## src/hdl/itda_pkg.sv

```systemverilog
// Package for the integer to decimal ASCII formatter.
// Holds widths, character codes, the controller state type and the
// command/status structs shared by the controller and datapath.
package itda_pkg;

  localparam int VALUE_W       = 32;
  localparam int CHAR_W        = 8;
  localparam int MAX_DIGITS    = 10;
  localparam int BCD_W         = 4 * MAX_DIGITS;
  localparam int DIG_IDX_W     = $clog2(MAX_DIGITS);
  localparam int BITS_PER_STEP = 4;
  localparam int STEP_CNT      = VALUE_W / BITS_PER_STEP;
  localparam int STEP_CNT_W    = $clog2(STEP_CNT);

  localparam logic [CHAR_W-1:0] ASCII_ZERO  = 8'd48;
  localparam logic [CHAR_W-1:0] ASCII_MINUS = 8'd45;

  typedef enum logic [2:0] {
    ST_IDLE,
    ST_CONV,
    ST_LEAD,
    ST_SIGN,
    ST_DIGITS
  } itda_state_t;

  typedef struct packed {
    logic load;      // capture the request and form the magnitude
    logic step;      // one double-dabble step of BITS_PER_STEP bits
    logic lead;      // locate the leading nonzero digit
    logic next_dig;  // move to the next lower digit
    logic sel_sign;  // present '-' instead of a digit
  } itda_cmd_t;

  typedef struct packed {
    logic conv_done;  // last conversion step is in progress
    logic neg;        // value was signed and negative
    logic dig_zero;   // current digit is the least significant one
  } itda_sts_t;

endpackage

```

## src/hdl/itda_if.sv

```systemverilog
// Valid/ready channel interfaces for the formatter.
// Depends on itda_pkg for the payload widths.
interface itda_in_if;
  logic                           valid;
  logic                           ready;
  logic                           req_type;
  logic [itda_pkg::VALUE_W-1:0]   value;

  modport source (output valid, output req_type, output value, input ready);
  modport sink   (input valid, input req_type, input value, output ready);
endinterface

interface itda_out_if;
  logic                           valid;
  logic                           ready;
  logic [itda_pkg::CHAR_W-1:0]    char_code;
  logic                           last_char;

  modport source (output valid, output char_code, output last_char, input ready);
  modport sink   (input valid, input char_code, input last_char, output ready);
endinterface

```

## src/hdl/integer_to_decimal_ascii.sv

```systemverilog
// Integer to decimal ASCII formatter. Each request carries a 32-bit value
// and a flag (req_type: 0 unsigned, 1 two's complement); the block returns
// the decimal text one character per result, most significant digit first,
// leading zeros dropped, a '-' in front of negative signed values, and
// last_char set on the final character. One request is handled at a time:
// the request is taken, the binary-to-BCD conversion runs 4 bits per cycle
// until all 32 bits are shifted in, the leading digit is found, then the
// characters are presented one at a time, each held until out_ready takes it.
// Depends on itda_pkg, itda_if, itda_ctrl and itda_datapath.
module integer_to_decimal_ascii (
  input  logic              clk,
  input  logic              rst_n,
  itda_in_if.sink           in_req,
  itda_out_if.source        out_rsp
);
  import itda_pkg::*;

  itda_cmd_t cmd;
  itda_sts_t sts;

  itda_ctrl u_ctrl (
    .clk       (clk),
    .rst_n     (rst_n),
    .in_valid  (in_req.valid),
    .in_ready  (in_req.ready),
    .out_valid (out_rsp.valid),
    .out_ready (out_rsp.ready),
    .sts       (sts),
    .cmd       (cmd)
  );

  itda_datapath u_datapath (
    .clk       (clk),
    .rst_n     (rst_n),
    .cmd       (cmd),
    .req_type  (in_req.req_type),
    .value     (in_req.value),
    .sts       (sts),
    .char_code (out_rsp.char_code),
    .last_char (out_rsp.last_char)
  );

endmodule

```

## src/hdl/itda_datapath.sv

```systemverilog
// Datapath of the formatter: magnitude register, BCD register built by
// double dabble, digit pointer and character selection. Uses itda_pkg.
module itda_datapath (
  input  logic                         clk,
  input  logic                         rst_n,
  input  itda_pkg::itda_cmd_t          cmd,
  input  logic                         req_type,
  input  logic [itda_pkg::VALUE_W-1:0] value,
  output itda_pkg::itda_sts_t          sts,
  output logic [itda_pkg::CHAR_W-1:0]  char_code,
  output logic                         last_char
);
  import itda_pkg::*;

  logic [VALUE_W-1:0]    bin_r, bin_nxt;
  logic [BCD_W-1:0]      bcd_r, bcd_nxt;
  logic [STEP_CNT_W-1:0] cnt_r, cnt_nxt;
  logic [DIG_IDX_W-1:0]  idx_r, idx_nxt;
  logic                  neg_r, neg_nxt;

  logic [VALUE_W-1:0]    bin_step;
  logic [BCD_W-1:0]      bcd_step;
  logic [DIG_IDX_W-1:0]  lead_idx;
  logic [3:0]            cur_dig;
  logic                  is_neg;

  assign is_neg = req_type & value[VALUE_W-1];

  // BITS_PER_STEP shift-and-add-3 iterations per cycle
  always_comb begin
    bin_step = bin_r;
    bcd_step = bcd_r;
    for (int s = 0; s < BITS_PER_STEP; s++) begin
      for (int d = 0; d < MAX_DIGITS; d++) begin
        if (bcd_step[4*d +: 4] >= 4'd5) begin
          bcd_step[4*d +: 4] = bcd_step[4*d +: 4] + 4'd3;
        end
      end
      bcd_step = {bcd_step[BCD_W-2:0], bin_step[VALUE_W-1]};
      bin_step = {bin_step[VALUE_W-2:0], 1'b0};
    end
  end

  // highest nonzero digit; zero value leaves the pointer at digit 0
  always_comb begin
    lead_idx = '0;
    for (int d = 0; d < MAX_DIGITS; d++) begin
      if (bcd_r[4*d +: 4] != 4'd0) begin
        lead_idx = DIG_IDX_W'(d);
      end
    end
  end

  always_comb begin
    bin_nxt = bin_r;
    bcd_nxt = bcd_r;
    cnt_nxt = cnt_r;
    idx_nxt = idx_r;
    neg_nxt = neg_r;
    if (cmd.load) begin
      bin_nxt = is_neg ? (VALUE_W'(0) - value) : value;
      neg_nxt = is_neg;
      bcd_nxt = '0;
      cnt_nxt = '0;
    end
    if (cmd.step) begin
      bin_nxt = bin_step;
      bcd_nxt = bcd_step;
      cnt_nxt = cnt_r + 1'b1;
    end
    if (cmd.lead) begin
      idx_nxt = lead_idx;
    end
    if (cmd.next_dig) begin
      idx_nxt = idx_r - 1'b1;
    end
  end

  always_ff @(posedge clk) begin
    if (!rst_n) begin
      cnt_r <= '0;
      idx_r <= '0;
      neg_r <= 1'b0;
    end else begin
      cnt_r <= cnt_nxt;
      idx_r <= idx_nxt;
      neg_r <= neg_nxt;
    end
  end

  always_ff @(posedge clk) begin
    bin_r <= bin_nxt;
    bcd_r <= bcd_nxt;
  end

  assign cur_dig   = bcd_r[{idx_r, 2'b00} +: 4];
  assign char_code = cmd.sel_sign ? ASCII_MINUS : (ASCII_ZERO + {4'b0000, cur_dig});
  assign last_char = ~cmd.sel_sign & (idx_r == '0);

  assign sts.conv_done = (cnt_r == STEP_CNT_W'(STEP_CNT - 1));
  assign sts.neg       = neg_r;
  assign sts.dig_zero  = (idx_r == '0);

endmodule

```

## src/hdl/itda_ctrl.sv

```systemverilog
// Controller of the formatter: state machine that sequences load,
// conversion, leading-digit search and character output. Uses itda_pkg.
module itda_ctrl (
  input  logic                clk,
  input  logic                rst_n,
  input  logic                in_valid,
  output logic                in_ready,
  output logic                out_valid,
  input  logic                out_ready,
  input  itda_pkg::itda_sts_t sts,
  output itda_pkg::itda_cmd_t cmd
);
  import itda_pkg::*;

  itda_state_t state_r, state_nxt;

  always_ff @(posedge clk) begin
    if (!rst_n) begin
      state_r <= ST_IDLE;
    end else begin
      state_r <= state_nxt;
    end
  end

  always_comb begin
    state_nxt = state_r;
    cmd       = '0;
    in_ready  = 1'b0;
    out_valid = 1'b0;
    unique case (state_r)
      ST_IDLE: begin
        in_ready = 1'b1;
        if (in_valid) begin
          cmd.load  = 1'b1;
          state_nxt = ST_CONV;
        end
      end
      ST_CONV: begin
        cmd.step = 1'b1;
        if (sts.conv_done) begin
          state_nxt = ST_LEAD;
        end
      end
      ST_LEAD: begin
        cmd.lead  = 1'b1;
        state_nxt = sts.neg ? ST_SIGN : ST_DIGITS;
      end
      ST_SIGN: begin
        cmd.sel_sign = 1'b1;
        out_valid    = 1'b1;
        if (out_ready) begin
          state_nxt = ST_DIGITS;
        end
      end
      ST_DIGITS: begin
        out_valid = 1'b1;
        if (out_ready) begin
          if (sts.dig_zero) begin
            state_nxt = ST_IDLE;
          end else begin
            cmd.next_dig = 1'b1;
          end
        end
      end
      default: begin
        state_nxt = ST_IDLE;
      end
    endcase
  end

endmodule
```

## src/flat_wrapper.sv

```systemverilog
// flat-port wrapper written by rule: the top's interface ports become plain ports
module integer_to_decimal_ascii_flat import itda_pkg::*;
  (clk, rst_n, in_req_valid, in_req_req_type, in_req_value, in_req_ready, out_rsp_valid, out_rsp_char_code, out_rsp_last_char, out_rsp_ready);
  itda_in_if in_req_i ();
  itda_out_if out_rsp_i ();
  input  logic clk;
  input  logic rst_n;
  input wire logic [$bits(in_req_i.valid)-1:0] in_req_valid;
  input wire logic [$bits(in_req_i.req_type)-1:0] in_req_req_type;
  input wire logic [$bits(in_req_i.value)-1:0] in_req_value;
  output wire logic [$bits(in_req_i.ready)-1:0] in_req_ready;
  output wire logic [$bits(out_rsp_i.valid)-1:0] out_rsp_valid;
  output wire logic [$bits(out_rsp_i.char_code)-1:0] out_rsp_char_code;
  output wire logic [$bits(out_rsp_i.last_char)-1:0] out_rsp_last_char;
  input wire logic [$bits(out_rsp_i.ready)-1:0] out_rsp_ready;
  assign in_req_i.valid = in_req_valid;
  assign in_req_i.req_type = in_req_req_type;
  assign in_req_i.value = in_req_value;
  assign in_req_ready = in_req_i.ready;
  assign out_rsp_valid = out_rsp_i.valid;
  assign out_rsp_char_code = out_rsp_i.char_code;
  assign out_rsp_last_char = out_rsp_i.last_char;
  assign out_rsp_i.ready = out_rsp_ready;
  integer_to_decimal_ascii u_core (.clk(clk), .rst_n(rst_n), .in_req(in_req_i), .out_rsp(out_rsp_i));
endmodule
```

## config.mk

```make
export PLATFORM = sky130hd
export DESIGN_NAME = integer_to_decimal_ascii_flat
export DESIGN_NICKNAME = d
export VERILOG_FILES = /design/src/hdl/itda_pkg.sv /design/src/hdl/itda_if.sv /design/src/hdl/integer_to_decimal_ascii.sv /design/src/hdl/itda_datapath.sv /design/src/hdl/itda_ctrl.sv /design/src/flat_wrapper.sv
export SDC_FILE = /design/constraint.sdc
export NUM_CORES = 1
export LEC_CHECK = 0
export BUFFER_PORTS_ARGS = -buffer_cell sky130_fd_sc_hd__buf_2
export CAP_MARGIN = 40
export CORE_UTILIZATION = 45
export DETAILED_ROUTE_END_ITERATION = 6
export GPL_ROUTABILITY_DRIVEN = 0
export HOLD_SLACK_MARGIN = 0.12
export PLACE_DENSITY = 0.65
export REMOVE_ABC_BUFFERS = 1
export SYNTH_ARGS = -nofsm -noshare
export SYNTH_HDL_FRONTEND = slang
export SYNTH_HIERARCHICAL = 1
export SYNTH_SLANG_ARGS = --single-unit
```

## constraint.sdc

```tcl
create_clock -name clk -period 5 [get_ports clk]
set_clock_uncertainty 0.1 [all_clocks]
set_input_delay 0.25 -clock clk [delete_from_list [all_inputs] [get_ports clk]]
set_output_delay 0.25 -clock clk [all_outputs]
set_load 0.005 [all_outputs]
```

==> flow_summary_export.csv <==
group,metric,value,unit
synthesis,synth-edff-count,68,
critical_path,critical_path_required,4970,ps
floorplan,die_height,146,um
clock_network,cts_buffer_depth,2,
clock_network,numCtsBuffers,9,
detailed_routing,top_layer_used,"met4",
clock_network,worst_skew_pair.late_latency,340,ps
synthesis,syn_avg_cell_area,7.92,um2
synthesis,syn_inst,1177,
finish,drive_gt1_share,12.0,%
detailed_routing,met1_length,10800,um
global_route,grt_pass1_vias,7728,
floorplan,ios,48,
critical_path,crit_fanout,9,
synthesis,synth_cell_types,106,
floorplan,core_area,20300,um2
critical_path,path_cells,"ha_1, nand2b_1, a21oi_1, mux2i_1, and3_1, nor2_2, ha_1, maj3_1, a221o_1, o32ai_1, nand2b_1, o22ai_1",
floorplan,num_rows,52,
critical_path,cp.arrival,4170,ps
synthesis,netlist_top_cells_count,"nand2_1 (139), a21oi_1 (92), o21ai_0 (89)",
hold_path,min_path_type,"primary input to flip-flop",
critical_path,crit_path_end_kind,"flip-flop",
detailed_routing,wl_met3,1060,um
timing,max_freq,238,MHz
global_route,grt_pass1_wl,37200,um
timing,slew_headroom,44.7,%
timing,worstMarginPinSlew,827,ps
detailed_routing,met2_length,10400,um
placed_design,port_buffers,44,
critical_path,cp_slowest_cell,"mux2i_1",
clock_network,htreeDepth,3,
detailed_routing,drt_iter0_drc,617,
timing,fin_setup_tns,0,ps
timing,rsz0062_at_grt,"no",
synthesis,ys.flop_type,"edfxtp_1",
synthesis,synth_top_area_share,21.9,%
global_route,gr-total-overflow,0,
synthesis,ys_warn_count,6,
clock_network,cts_tree,"yes",
synthesis,synth_seq_cells,83,
synthesis,synth.area.top_cells,"edfxtp_1 (22%), nand2_1 (5.6%), a21oi_1 (4.9%)",
synthesis,synthArstFlopShare,0,%
detailed_routing,drtAntennaViolNets,0,
timing,min_period,4200,ps
floorplan,dieArea,21300,um2
clock_network,clock-root-buffer,"clkbuf_16",
finish,fill_cells,1965,
floorplan,fp.dieW,146,um
finish,nets,1259,
critical_path,cp-start-kind,"flip-flop",
timing,fin_crit_sh,84.0,%
detailed_routing,drt-total-wl,22400,um
placed_design,dp_hpwl,16400,um
critical_path,path_class,"flip-flop to flip-flop",
global_route,grt_max_degree,55,
job,cap_violations,0,
detailed_routing,viasPerCell,5.98,
detailed_routing,firstDrtPassIters,6,
synthesis,mappedNetlistArea,9320,um2
global_route,antenna_found_initial,1,
synthesis,synth.yosys.seq_area_share,25.1,%
detailed_routing,wl_per_cell,15.4,um
clock_network,cts_sinks,83,
timing,setup_viol,0,
timing,hold_viol,0,
synthesis,yosys.area.top_type,"edfxtp_1",
global_route,grtUsageTotal,20.9,%
detailed_routing,dr_total_vias,8738,
finish,num_antenna_cells,0,
timing,slew_viol_final,0,
detailed_routing,drc,0,
critical_path,slowest_delay,610,ps
synthesis,synth_most_common_cell,"nand2_1",
finish,areaGrowthSynthToFinish,7.86,%
clock_network,path_clk_slew,70,ps
floorplan,start_util,45.9,%
status,outcome,"complete, no violations",
-- kinds of logic after synthesis --
logic type               count (synthesis)  synth area share, %
XOR/XNOR                                41                 4.01
multiplexers                            51                 7.02
AO/OA/AOI/OAI                          420                 30.2
buffers and inverters                  101                 4.66
adder cells (fa/ha/maj)                 47                 6.01
AND/OR/NAND/NOR                        432                 22.9
other                                    2               0.0805
flip-flops                              83                 25.1
-- layout by cell type (no fill, tap or decap), types with 6 or more instances in the layout --
master	Yosys	final
nand2_1	139	139
a21oi_1	92	92
o21ai_0	89	89
nor2_1	83	83
edfxtp_1	68	68
buf_2	8	44
nor3_1	44	44
inv_1	41	41
ha_1	36	36
o21ai_1	34	34
nand3_1	29	29
xnor2_1	28	28
nand2b_1	25	25
mux2i_1	25	25
o211ai_1	20	20
a31oi_1	19	19
and2_1	17	17
a211oi_1	17	17
o21a_1	17	17
nor2b_1	16	16
dfxtp_1	15	15
mux2_2	13	13
or3_1	13	13
a21o_1	12	12
clkbuf_16	0	11
nor3b_1	12	11
xor2_1	11	11
maj3_1	11	11
buf_4	8	10
mux4_2	8	8
a211o_1	7	7
a21boi_0	6	6
or2_2	6	6
nand4_1	6	6
a311oi_1	6	6
o22ai_1	6	6
-- through the flow --
| step | hold slack, ps | worst slack [ps] | cell area (um2) | util, % | instances |
|---|---|---|---|---|---|
| global route | 156 | 481 | 10100 | 49.5 | 1461 |
| CTS | 131 | 836 | 10100 | 49.5 | 1461 |
| detailed placement | 383 | 850 | 9690 | 47.7 | 1443 |
| finish | 144 | 802 | 10100 | 49.5 | 1461 |
| floorplan | 272 | -1560 | 9050 | - | 1119 |
| global placement | 375 | 909 | 9690 | 47.7 | 1443 |
-- cell type report --
type	instances	area (um2)	area share (%)
clock buffers	12	289	2.87
clock inverters	4	58.8	0.585
inverters	42	158	1.57
multi-input cells	994	6560	65.2
flip-flops and latches	83	2340	23.3
well taps	270	338	3.36
repair buffers	56	315	3.14
-- flip-flops by register name, indices dropped and copies added, names as in the netlist --
signal and count:
u_core/u_datapath/cnt_r 3, u_core/u_ctrl/state_r 3, u_core/u_datapath/bcd_r 40, u_core/u_datapath/neg_r 1
u_core/u_datapath/bin_r 32, u_core/u_datapath/idx_r 4
-- critical path: cells and delay by family (launching register included) --
kind / cells / cell delay, ps
compound gates: 4 / 1100
flops: 1 / 490
simple gates: 4 / 790
mux: 1 / 610
fa+ha+maj: 3 / 850
-- per-layer routing --
metal	vias to the layer above	GRT usage [%]
li1	4455	-
met1	4068	28.6
met5	-	0
met2	203	34.6
met4	0	4.74
met3	12	3.26
-- path summary, 6_finish.rpt --
path                                                          startpoint                                        end  slack (ps)  cells past startpoint
worst min register to register   u_core/u_datapath/bin_r[2]$_SDFFE_PP0P_    u_core/u_datapath/bin_r[2]$_SDFFE_PP0P_         390                      2
worst max-delay path            u_core/u_datapath/bcd_r[4]$_SDFFCE_PN0P_  u_core/u_datapath/bcd_r[11]$_SDFFCE_PN0P_         800                     12
worst min-delay path                                               rst_n      u_core/u_ctrl/state_r[2]$_SDFFE_PN0P_         140                      2
worst max register to register  u_core/u_datapath/bcd_r[4]$_SDFFCE_PN0P_  u_core/u_datapath/bcd_r[11]$_SDFFCE_PN0P_         800                     12
-- repair_timing --
action                                 in CTS  in global routing
hold buffers                                2                  0
endpoints found under the hold margin       2                  0
setup buffers                               0                  0
gates resized for setup                     0                  0
Power is left out: the tool's default activity adds up to more than one toggle a clock period on the data nets, which glitch-free logic cannot reach.
